## src/rtl/core/sr_pkg.sv

```systemverilog
`default_nettype none
// ----------------------------------------------------------------------------
// sr_pkg
// Shared constants, types and arithmetic helpers for the Schroeder reverb.
// ----------------------------------------------------------------------------
package sr_pkg;

    localparam int N_COMBS     = 8;
    localparam int N_ALLPASS   = 4;
    localparam int MAX_DELAY   = 2048;
    localparam int SAMPLE_BITS = 24;
    localparam int COEF_BITS   = 16;

    localparam int N_FILT    = N_COMBS + N_ALLPASS;
    localparam int FILT_W    = (N_FILT > 1) ? $clog2(N_FILT) : 1;
    localparam int CIDX_W    = (N_COMBS > 1) ? $clog2(N_COMBS) : 1;
    localparam int PTR_W     = $clog2(MAX_DELAY);
    localparam int LEN_W     = $clog2(MAX_DELAY + 1);
    localparam int MEM_DEPTH = N_FILT * MAX_DELAY;
    localparam int ADDR_W    = $clog2(MEM_DEPTH);

    localparam int CFG_W     = 64;
    localparam int CFG_IDX_W = 4;
    localparam int LFIELD_W  = 16;

    localparam int MUL_A_W = SAMPLE_BITS + 2;
    localparam int MUL_B_W = COEF_BITS + 1;
    localparam int PROD_W  = MUL_A_W + MUL_B_W;
    localparam int RND_W   = PROD_W - COEF_BITS;
    localparam int SAT_W   = RND_W + 2;
    localparam int SUM_W   = SAMPLE_BITS + CIDX_W + 1;

    typedef enum logic [CFG_IDX_W-1:0] {
        REG_COMB_LEN_LO = 4'd0,
        REG_COMB_LEN_HI = 4'd1,
        REG_AP_LEN      = 4'd2,
        REG_FB_GAIN     = 4'd3,
        REG_DAMP        = 4'd4,
        REG_AP_GAIN     = 4'd5,
        REG_DRY_GAIN    = 4'd6,
        REG_WET_GAIN    = 4'd7
    } sr_reg_t;

    typedef struct packed {
        logic [CFG_W-1:0]     comb_len_lo;
        logic [CFG_W-1:0]     comb_len_hi;
        logic [CFG_W-1:0]     ap_len;
        logic [COEF_BITS-1:0] fb_gain;
        logic [COEF_BITS-1:0] damp;
        logic [COEF_BITS-1:0] ap_gain;
        logic [COEF_BITS-1:0] dry_gain;
        logic [COEF_BITS-1:0] wet_gain;
    } sr_cfg_t;

    typedef enum logic [3:0] {
        OP_NONE,
        OP_CLEAR,
        OP_LOAD,
        OP_READ,
        OP_C_MULD,
        OP_C_DAMP,
        OP_C_MULG,
        OP_C_WRITE,
        OP_A_MUL,
        OP_A_WRITE,
        OP_A_UPD,
        OP_MIX_DRY,
        OP_MIX_WET,
        OP_OUT
    } sr_op_t;

    typedef struct packed {
        logic clear_last;
        logic is_comb;
        logic last_filt;
        logic out_full;
    } sr_stat_t;

    // clamp to the signed sample range
    function automatic logic signed [SAMPLE_BITS-1:0] sat_s(input logic signed [SAT_W-1:0] v);
        logic signed [SAT_W-1:0] hi;
        logic signed [SAT_W-1:0] lo;
        hi = {{(SAT_W-SAMPLE_BITS+1){1'b0}}, {(SAMPLE_BITS-1){1'b1}}};
        lo = {{(SAT_W-SAMPLE_BITS+1){1'b1}}, {(SAMPLE_BITS-1){1'b0}}};
        if (v > hi)
            return hi[SAMPLE_BITS-1:0];
        else if (v < lo)
            return lo[SAMPLE_BITS-1:0];
        else
            return v[SAMPLE_BITS-1:0];
    endfunction

    // round half up, then floor shift by the coefficient width
    function automatic logic signed [RND_W-1:0] rnd_q(input logic signed [PROD_W-1:0] p);
        logic signed [PROD_W-1:0] t;
        t = p + $signed({{(PROD_W-COEF_BITS){1'b0}}, 1'b1, {(COEF_BITS-1){1'b0}}});
        return t[PROD_W-1:COEF_BITS];
    endfunction

    // effective delay length of filter f; zero or oversize means full length
    function automatic logic [LEN_W-1:0] filt_len(input sr_cfg_t cfg,
                                                  input logic [FILT_W-1:0] f);
        logic [CFG_W-1:0]    r;
        logic [1:0]          k;
        logic [LFIELD_W-1:0] fld;
        if (f < FILT_W'(N_COMBS)) begin
            r = (f < FILT_W'(4)) ? cfg.comb_len_lo : cfg.comb_len_hi;
            k = f[1:0];
        end else begin
            r = cfg.ap_len;
            k = 2'(f - FILT_W'(N_COMBS));
        end
        fld = r[LFIELD_W*k +: LFIELD_W];
        if (fld == '0 || 32'(fld) > MAX_DELAY)
            return LEN_W'(MAX_DELAY);
        else
            return fld[LEN_W-1:0];
    endfunction

endpackage
`default_nettype wire

```

## src/rtl/core/sr_ctrl.sv

```systemverilog
`default_nettype none
// ----------------------------------------------------------------------------
// sr_ctrl
// Sequencer: clearing pass, then per-beat walk over combs, allpasses, mix.
// ----------------------------------------------------------------------------
module sr_ctrl (
    input  wire logic             clk,
    input  wire logic             rst_n,
    input  wire logic             in_valid,
    output logic                  in_stall,
    input  wire sr_pkg::sr_stat_t stat,
    output sr_pkg::sr_op_t        op
);

    typedef enum logic [3:0] {
        S_CLEAR,
        S_IDLE,
        S_READ,
        S_C_MULD,
        S_C_DAMP,
        S_C_MULG,
        S_C_WRITE,
        S_A_MUL,
        S_A_WRITE,
        S_A_UPD,
        S_MIX_DRY,
        S_MIX_WET,
        S_OUT
    } state_t;

    state_t state_reg;
    state_t state_next;

    always_comb
    begin
        state_next = state_reg;
        op         = sr_pkg::OP_NONE;
        unique case (state_reg)
            S_CLEAR:
            begin
                op = sr_pkg::OP_CLEAR;
                if (stat.clear_last)
                    state_next = S_IDLE;
            end
            S_IDLE:
            begin
                if (in_valid)
                begin
                    op         = sr_pkg::OP_LOAD;
                    state_next = S_READ;
                end
            end
            S_READ:
            begin
                op         = sr_pkg::OP_READ;
                state_next = stat.is_comb ? S_C_MULD : S_A_MUL;
            end
            S_C_MULD:
            begin
                op         = sr_pkg::OP_C_MULD;
                state_next = S_C_DAMP;
            end
            S_C_DAMP:
            begin
                op         = sr_pkg::OP_C_DAMP;
                state_next = S_C_MULG;
            end
            S_C_MULG:
            begin
                op         = sr_pkg::OP_C_MULG;
                state_next = S_C_WRITE;
            end
            S_C_WRITE:
            begin
                op         = sr_pkg::OP_C_WRITE;
                state_next = S_READ;
            end
            S_A_MUL:
            begin
                op         = sr_pkg::OP_A_MUL;
                state_next = S_A_WRITE;
            end
            S_A_WRITE:
            begin
                op         = sr_pkg::OP_A_WRITE;
                state_next = S_A_UPD;
            end
            S_A_UPD:
            begin
                op         = sr_pkg::OP_A_UPD;
                state_next = stat.last_filt ? S_MIX_DRY : S_READ;
            end
            S_MIX_DRY:
            begin
                op         = sr_pkg::OP_MIX_DRY;
                state_next = S_MIX_WET;
            end
            S_MIX_WET:
            begin
                op         = sr_pkg::OP_MIX_WET;
                state_next = S_OUT;
            end
            S_OUT:
            begin
                // hold until the output register can take the result
                if (!stat.out_full)
                begin
                    op         = sr_pkg::OP_OUT;
                    state_next = S_IDLE;
                end
            end
            default:
            begin
                state_next = S_CLEAR;
            end
        endcase
    end

    assign in_stall = (state_reg != S_IDLE);

    always_ff @(posedge clk or negedge rst_n)
    begin
        if (!rst_n)
            state_reg <= S_CLEAR;
        else
            state_reg <= state_next;
    end

endmodule
`default_nettype wire

```

## config.mk

```make
export PLATFORM = sky130hd
export DESIGN_NAME = sr_ctrl
export DESIGN_NICKNAME = d
export VERILOG_FILES = /design/src/rtl/core/sr_pkg.sv /design/src/rtl/core/sr_ctrl.sv
export SDC_FILE = /design/constraint.sdc
export NUM_CORES = 1
export LEC_CHECK = 0
export BUFFER_PORTS_ARGS = -buffer_cell sky130_fd_sc_hd__buf_2
export CORE_AREA = 2 2 39 41
export DETAILED_ROUTE_END_ITERATION = 10
export DIE_AREA = 0 0 41 43
export PLACE_DENSITY = 0.44
export SYNTH_ARGS = -nofsm -noshare
export SYNTH_HDL_FRONTEND = slang
export SYNTH_SLANG_ARGS = --single-unit
```

## constraint.sdc

```tcl
create_clock -name clk -period 1.4 [get_ports clk]
set_clock_uncertainty 0.2 [all_clocks]
set_input_delay 0.14 -clock clk [delete_from_list [all_inputs] [get_ports clk]]
set_output_delay 0.14 -clock clk [all_outputs]
set_load 0.02 [all_outputs]
```

==> flow_summary_export.csv, run 1 <==
group,metric,value,unit
yosys,synth.avg_cell_area,7.594,µm²
yosys,seq_area_frac_synth,0.3065,
power_and_ir_drop,seq_power_share,0.168,
detailed_routing,wl_met1,413,µm
yosys,yosys_warnings,0,
detailed_routing,wl,950,µm
placement,gp_congestion,0.7627,
global_routing,grt_pass1_vias,358,
worst_setup_path,arrival,1310,ps
die,fp-row-count,14,
placement,placed_area,476.7,µm²
detailed_routing,met2_wirelength,484,µm
finish,largest_register_ffs,4,
global_routing,antenna_found_initial,0,
power_and_ir_drop,p_int,917.6,µW
power_and_ir_drop,peakVddDrop,0.0009530,V
power_and_ir_drop,switching_power,675.6,µW
detailed_routing,firstDrtPassIters,4,
placement,io_buffers,11,
worst_setup_path,crit_path_cell_trace,"or4_4, buf_6",
worst_setup_path,critPathMaxFanout,5,
detailed_routing,routedWlPerCell,11.45,µm
power_and_ir_drop,power_frac_clock,0.093,
cts,clock_sinks,4,
sta,slew_headroom,0.8545,
sta,timing_hold_violations_final,0,
detailed_routing,highest_layer,"met4",
finish,fin_util,0.4340,
global_routing,grt_max_degree,13,
sta,worst_pin_slew,218.2,ps
outcome,violations,"negative setup slack",
sta,hold-worst-slack,19.90,ps
finish,diodes,0,
worst_setup_path,worstPathRequired,1060,ps
yosys,yosys_register_bits,4,
die,initial_core_util,0.2360,
cts,cts_buffers,3,
yosys,synthArstFlopShare,1.000,
cts,root_buffer,"clkbuf_4",
die,core_area,1384,µm²
detailed_routing,route.met3.wl,47,µm
global_routing,grt_use_total,0.1278,
yosys,ys.flop_type,"dfrtp_1",
job,cap_violations,0,
placement,dp_slack,-14.00,ps
cts,cts.htree.levels,1,
yosys,synth_area_leaders,"dfrtp_1 (31%), o21ai_1 (9.2%), o211a_1 (6.1%)",
finish,finalNetCount,76,
placement,place_hpwl,650.7,µm
yosys,syn-cell-area,326.6,µm²
worst_setup_path,slowest_stage,"or4_4",
outcome,status,"finished, violations left",
yosys,syn_inst,43,
power_and_ir_drop,pwr-share-comb,0.739,
yosys,synth-edff-count,0,
sta,finalMaxSlewViolations,0,
yosys,synth_top_cell_by_area,"dfrtp_1",
global_routing,gr-total-overflow,0,
worst_setup_path,criticalPathCategory,"flop to output port",
detailed_routing,drc,0,
yosys,ys_types,25,
sta,setup_viol,5,
worst_setup_path,endpoint_kind,"output port",
die,die_w,41,µm
power_and_ir_drop,sw_frac_of_total,0.4241,
finish,area_growth_syn_to_layout,83.91,%
detailed_routing,drtAntennaViolNets,0,
cts,clk_latency,240,ps
yosys,synth_most_common_cell,"o21ai_1",
sta,rsz0062_at_grt,"true",
die,die_h,43,µm
hold_path,hp-class,"input pin to flop",
worst_setup_path,cp_slowest_stage_delay,520,ps
placement,placed_cells,77,
sta,fin_crit,1647,ps
sta,timing.fmax,0.6073,GHz
power_and_ir_drop,power_leakage,0.0002835,µW
detailed_routing,via_per_inst,4.964,
finish,fin_area,600.6,µm²
sta,period_share,1.176,
cts,cts_tree,"built",
die,dieArea,1763,µm²
die,ios,12,
finish,drive_above_1_share,0.5672,
yosys,yosysTopAreaCellShare,0.3065,
cts,clockBufferDepth,2,
worst_setup_path,critPathLaunchType,"flop",
global_routing,grt_pass1_wl,1.504,mm
cts,clk_pin_slew,40,ps
sta,final_critical_path_setup_slack,-246.7,ps
yosys,synthTopCellsByCount,"o21ai_1 (6), nor2_1 (5), dfrtp_1 (4), a21oi_1 (3), buf_2 (3)",
power_and_ir_drop,powerDensity,2653,nW/µm²
finish,fin_cells,83,
detailed_routing,initialDrtViolationCount,3,
yosys,syn_nets,50,
detailed_routing,vias,412,
routing by layer:
layer / track usage / vias to the layer above
met5: 0 / -
met2: 0.1625 / 10
li1: - / 206
met3: 0.07853 / 2
met4: 0.04000 / 0
met1: 0.1748 / 194
final cells by class:
cell class                      instances  area, µm²
Fill cell                             136      783.3
Sequential cell                         4      101.3
Tap cell                               16      20.02
Timing Repair Buffer                   25      210.2
Multi-Input combinational cell         33      239.0
Inverter                                2      7.507
Clock buffer                            3      22.52
repair_timing:
item | CTS | global route
pin swaps | 5 | 6
hold buffers | 1 | 0
setup endpoints to repair | 5 | 6
endpoints found under the hold margin | 4 | 0
setup buffers | 2 | 0
gates resized for setup | 10 | 11
final timing paths:
check,startpoint,end,slack [ps],cells past startpoint
worst max-delay path,state_reg[1]$_DFFE_PN0P_,in_stall,-250,2
max in group asynchronous,rst_n,state_reg[3]$_DFFE_PN0P_,830,2
worst max register to register,state_reg[2]$_DFFE_PN0P_,state_reg[0]$_DFFE_PN0P_,50,5
worst min register to register,state_reg[1]$_DFFE_PN0P_,state_reg[2]$_DFFE_PN0P_,450,2
min in group asynchronous,rst_n,state_reg[3]$_DFFE_PN0P_,40,2
worst min-delay path,stat[2],state_reg[2]$_DFFE_PN0P_,20,4
kinds of logic after synthesis:
| kind of cell | share of synthesized area |
|---|---|
| flops | 0.3065 |
| simple gates | 0.2453 |
| buf+inv | 0.09193 |
| compound gates | 0.3563 |
through the flow:
stage | setup TNS (ps) | power (µW)
6_report | -1018 | 1593
5_1_grt | -1327 | 1715
4_1_cts | -1101 | 1489
3_5_place_dp | -14.00 | 1182
3_3_place_gp | -27.74 | 1191
2_1_floorplan | 0 | 797.6
power by group through the flow:
stage | clock network, µW | logic, µW | registers (µW)
CTS | 156 | 1080 | 252
global placement | 0 | 935 | 256
finish | 148 | 1180 | 267
detailed placement | 0 | 925 | 257
floorplan | 0 | 569 | 229
global route | 167 | 1270 | 279
critical path: cells and delay by family, from the launching register on:
kind | cells | cell delay [ps]
buf+inv | 1 | 140
flops | 1 | 410
simple gates | 1 | 520
cell usage in the layout (no fill, tap or decap), types with 2 or more instances in the layout:
cell	count
o211a_1	2
o21ai_2	3
nor2_1	4
nand3_1	2
dfrtp_1	3
clkbuf_4	3
buf_6	6
buf_4	11
buf_2	6
o21ai_1	3
a21oi_1	3
Power figures use the tool's default switching activity.
==> inputs of run 2 (changes only) <==
==> constraint.sdc (replaced) <==
create_clock -name clk -period 1.4 [get_ports clk]
set_clock_uncertainty 0.2 [all_clocks]
set_input_delay 0.28 -clock clk [delete_from_list [all_inputs] [get_ports clk]]
set_output_delay 0.28 -clock clk [all_outputs]
set_load 0.02 [all_outputs]
==> flow_summary_export.csv, run 2 (same netlist as run 1, synthesis figures left out) <==
group,metric,value,unit
outcome,status,"finished, violations left",
outcome,violations,"negative setup slack",
worst_setup_path,endpoint_kind,"output port",
worst_setup_path,worstPathRequired,920,ps
die,fp-row-count,14,
hold_path,hp-class,"input pin to flop",
cts,root_buffer,"clkbuf_4",
detailed_routing,via_per_inst,4.913,
placement,place_hpwl,622,µm
sta,finalSetupTns,-1754,ps
cts,cts_buffers,3,
power_and_ir_drop,power.total,1444,µW
sta,fin_crit,1816,ps
finish,fillers,146,
die,initial_core_util,0.2360,
detailed_routing,routedWlPerCell,12.13,µm
finish,layout_common_cells,"buf_4 (12), buf_2 (6), o21ai_1 (4), nor2_1 (4)",
detailed_routing,initialDrtViolationCount,7,
job,cap_violations,0,
sta,finalMaxSlewViolations,0,
global_routing,grt_pass1_vias,323,
finish,diodes,0,
cts,cts_tree,"built",
die,ios,12,
die,core_area,1384,µm²
global_routing,grt_max_degree,13,
die,die_h,43,µm
cts,clock_sinks,4,
sta,timing_hold_violations_final,0,
finish,largest_register_ffs,4,
finish,drive_above_1_share,0.5156,
finish,final_common_cell,"buf_4",
global_routing,grt_use_total,0.1159,
finish,finalNetCount,73,
global_routing,antenna_found_initial,0,
placement,gp_congestion,0.7043,
worst_setup_path,rr_startpoint,"state_reg[1]$_DFFE_PN0P_",
cts,clk_pin_slew,40,ps
global_routing,gr-total-overflow,0,
die,dieArea,1763,µm²
finish,area_growth_syn_to_layout,68.97,%
sta,slew_headroom,0.8393,
worst_setup_path,critPathLaunchType,"flop",
global_routing,grt_pass1_wl,1.338,mm
placement,io_buffers,11,
sta,period_share,1.297,
detailed_routing,drc,0,
cts,clockBufferDepth,2,
sta,rsz0062_at_grt,"true",
sta,timing.fmax,0.5506,GHz
worst_setup_path,crit_start,"state_reg[1]$_DFFE_PN0P_",
sta,worst_pin_slew,240.2,ps
detailed_routing,drtAntennaViolNets,0,
worst_setup_path,arrival,1340,ps
power_and_ir_drop,powerDensity,2618,nW/µm²
power_and_ir_drop,power_leakage,0.0002623,µW
hold_path,hold_start,"stat[2]",
die,die_w,41,µm
cts,cts.htree.levels,1,
worst_setup_path,critPathMaxFanout,5,
power_and_ir_drop,peakVddDrop,0.001120,V
sta,setup_viol,6,
detailed_routing,vias,393,
worst_setup_path,criticalPathCategory,"flop to output port",
cts,clk_latency,240,ps
detailed_routing,firstDrtPassIters,4,
detailed_routing,wl,970,µm
sta,final_critical_path_setup_slack,-416.1,ps
-- run 2: worst max-delay path, stage by stage (launching register included) --
cell     delay (ps)
dfrtp_2         430
or4_4           520
buf_6           140
-- run 2: cell type report --
class | instances | area, µm² | share of cell area
sequential | 4 | 101.3 | 0.1837
inverter | 2 | 7.507 | 0.01361
clock buffer | 3 | 22.52 | 0.04082
multi-input combinational | 33 | 236.5 | 0.4286
tap | 16 | 20.02 | 0.03628
timing repair buffer | 22 | 163.9 | 0.2971
-- run 2: through the flow --
stage                     hold slack (ps)    util  setup slack (ps)  instance area, µm²  instances
after floorplan                    -215.6       -            -51.40               345.3         43
after detailed placement           -106.9  0.3291            -158.1               455.4         74
after global routing                175.3  0.3987            -442.7               551.8         80
after CTS                           147.9  0.3689            -401.7               510.5         79
after global placement             -107.0  0.3291            -140.8               455.4         74
final                               147.5  0.3987            -416.1               551.8         80
-- run 2: metal layers --
metal  share of wire  global-route usage
met5               0                   0
met1            0.46              0.1498
met2            0.46              0.1563
met3           0.072             0.05236
met4               0             0.06000
-- run 2: final timing paths --
kind	to	slack [ps]	depth (start not counted)
min in group asynchronous	state_reg[2]$_DFFE_PN0P_	170	2
setup / recovery	in_stall	-420	2
setup reg to reg	state_reg[3]$_DFFE_PN0P_	0	5
max in group asynchronous	state_reg[1]$_DFFE_PN0P_	690	2
hold / removal	state_reg[2]$_DFFE_PN0P_	150	4
hold reg to reg	state_reg[0]$_DFFE_PN0P_	380	1
-- run 2: timing repair --
item,CTS,global route
hold endpoints to repair,4,0
hold buffers,1,0
gates resized for setup,4,9
buffers inserted,1,1
pin swaps,1,0
endpoints found under the setup margin,7,7
-- run 2: power breakdown --
group          internal, µW  switching (µW)  total, µW
clock                  96.6            57.5        154
sequential              178            74.1        252
combinational           516             522       1040
total                   790             654       1440
==> inputs of run 3 (changes only) <==
- SKIP_CTS_REPAIR_TIMING: unset -> 1
==> flow_summary_export.csv, run 3 (same netlist as run 1, synthesis figures left out) <==
group,metric,value,unit
outcome,violations,"negative setup slack",
finish,layout_common_cells,"buf_4 (11), buf_2 (6), o21ai_1 (4), nor2_1 (4)",
sta,period_share,1.292,
power_and_ir_drop,power_leakage,0.0002559,µW
die,die_w,41,µm
worst_setup_path,arrival,1330,ps
worst_setup_path,crit_path_cell_trace,"or4_4, buf_6",
worst_setup_path,worstPathRequired,920,ps
detailed_routing,wl,984,µm
finish,area_growth_syn_to_layout,67.05,%
die,ios,12,
detailed_routing,initialDrtViolationCount,7,
worst_setup_path,slowest_stage,"or4_4",
placement,io_buffers,11,
power_and_ir_drop,power_frac_clock,0.106,
detailed_routing,via_per_inst,4.861,
finish,final_common_cell,"buf_4",
detailed_routing,drc,0,
power_and_ir_drop,peakVddDrop,0.001101,V
die,initial_core_util,0.2360,
cts,root_buffer,"clkbuf_4",
global_routing,grt_pass1_vias,309,
worst_setup_path,cp_slowest_stage_delay,520,ps
detailed_routing,route.met3.wl,75,µm
finish,largest_register_ffs,4,
worst_setup_path,critPathMaxFanout,5,
cts,clk_latency,240,ps
power_and_ir_drop,powerDensity,2620,nW/µm²
finish,fillers,146,
finish,fin_util,0.3942,
sta,final_critical_path_setup_slack,-408.5,ps
sta,slew_headroom,0.8376,
global_routing,grt_use_total,0.1099,
outcome,status,"finished, violations left",
sta,timing_hold_violations_final,0,
detailed_routing,firstDrtPassIters,4,
worst_setup_path,endpoint_kind,"output port",
placement,place_hpwl,622,µm
detailed_routing,vias,384,
detailed_routing,drtAntennaViolNets,0,
cts,clk_pin_slew,40,ps
global_routing,gr-total-overflow,0,
finish,finalNetCount,72,
worst_setup_path,criticalPathCategory,"flop to output port",
cts,cts_tree,"built",
die,fp-row-count,14,
cts,cts_buffers,3,
cts,cts.htree.levels,1,
finish,diodes,0,
global_routing,antenna_found_initial,0,
power_and_ir_drop,pwr-share-comb,0.711,
sta,timing.fmax,0.5529,GHz
worst_setup_path,critPathLaunchType,"flop",
die,dieArea,1763,µm²
global_routing,grt_pass1_wl,1.276,mm
finish,drive_above_1_share,0.5238,
placement,dp_slack,-158.1,ps
job,cap_violations,0,
detailed_routing,wl_met1,454,µm
power_and_ir_drop,seq_power_share,0.182,
detailed_routing,highest_layer,"met3",
sta,setup_viol,6,
detailed_routing,routedWlPerCell,12.46,µm
sta,worst_pin_slew,242.9,ps
detailed_routing,met2_wirelength,454,µm
sta,finalMaxSlewViolations,0,
power_and_ir_drop,p_int,778.5,µW
die,die_h,43,µm
cts,clock_sinks,4,
placement,gp_congestion,0.7043,
die,core_area,1384,µm²
cts,clockBufferDepth,2,
hold_path,hp-class,"input pin to flop",
power_and_ir_drop,sw_frac_of_total,0.4553,
power_and_ir_drop,switching_power,650.9,µW
sta,fin_crit,1809,ps
global_routing,grt_max_degree,13,
sta,rsz0062_at_grt,"true",
run 3: changes by cell type in the layout (fill, tap and decap cells not counted):
cell	before	now
dfrtp_1	3	2
dfrtp_2	1	2
buf_4	12	11
run 3: metal layers:
metal	GRT usage	vias to the layer above
met5	0	-
met1	0.1531	174
met4	0.06000	0
li1	-	196
met2	0.1344	14
met3	0.05236	0
run 3: layout make-up:
cell class,instances,area (µm²),area share
Inverter,2,7.507,0.01376
Tap cell,16,20.02,0.03670
Multi-Input combinational cell,33,236.5,0.4335
Clock buffer,3,22.52,0.04128
Timing Repair Buffer,21,156.4,0.2867
Sequential cell,4,102.6,0.1881
run 3: power groups by stage:
stage                     Clock, µW  Combinational, µW  Sequential [µW]
after global placement            0                869              238
after detailed placement          0                864              242
after CTS                       152                870              240
final                           152               1020              261
after global routing            163               1100              269
after floorplan                   0                616              232
run 3: worst paths after layout:
check / cells after the start / endpoint / slack, ps / start
worst max-delay path: 2 / in_stall / -410 / state_reg[1]$_DFFE_PN0P_
worst min-delay path: 4 / state_reg[2]$_DFFE_PN0P_ / 140 / stat[2]
worst max register to register: 5 / state_reg[3]$_DFFE_PN0P_ / 0 / state_reg[2]$_DFFE_PN0P_
worst min register to register: 1 / state_reg[0]$_DFFE_PN0P_ / 380 / state_reg[2]$_DFFE_PN0P_
max in group asynchronous: 2 / state_reg[1]$_DFFE_PN0P_ / 690 / rst_n
min in group asynchronous: 2 / state_reg[2]$_DFFE_PN0P_ / 180 / rst_n
run 3: metrics by stage:
stage	area [µm²]	power [µW]	TNS, ps	std cells	hold WS, ps
floorplan	345.3	847.7	-215.6	43	-215.6
global placement	455.4	1107	-544.4	74	-107.0
detailed placement	455.4	1106	-647.7	74	-106.9
CTS	478.0	1262	-1956	77	-361.9
global route	545.5	1527	-2145	79	175.4
finish	545.5	1429	-1768	79	144.9
run 3: worst max-delay path: cells and delay by family, from the launching register on:
family | cells | cell delay (ps)
simple gates | 1 | 520
flops | 1 | 430
buf+inv | 1 | 140
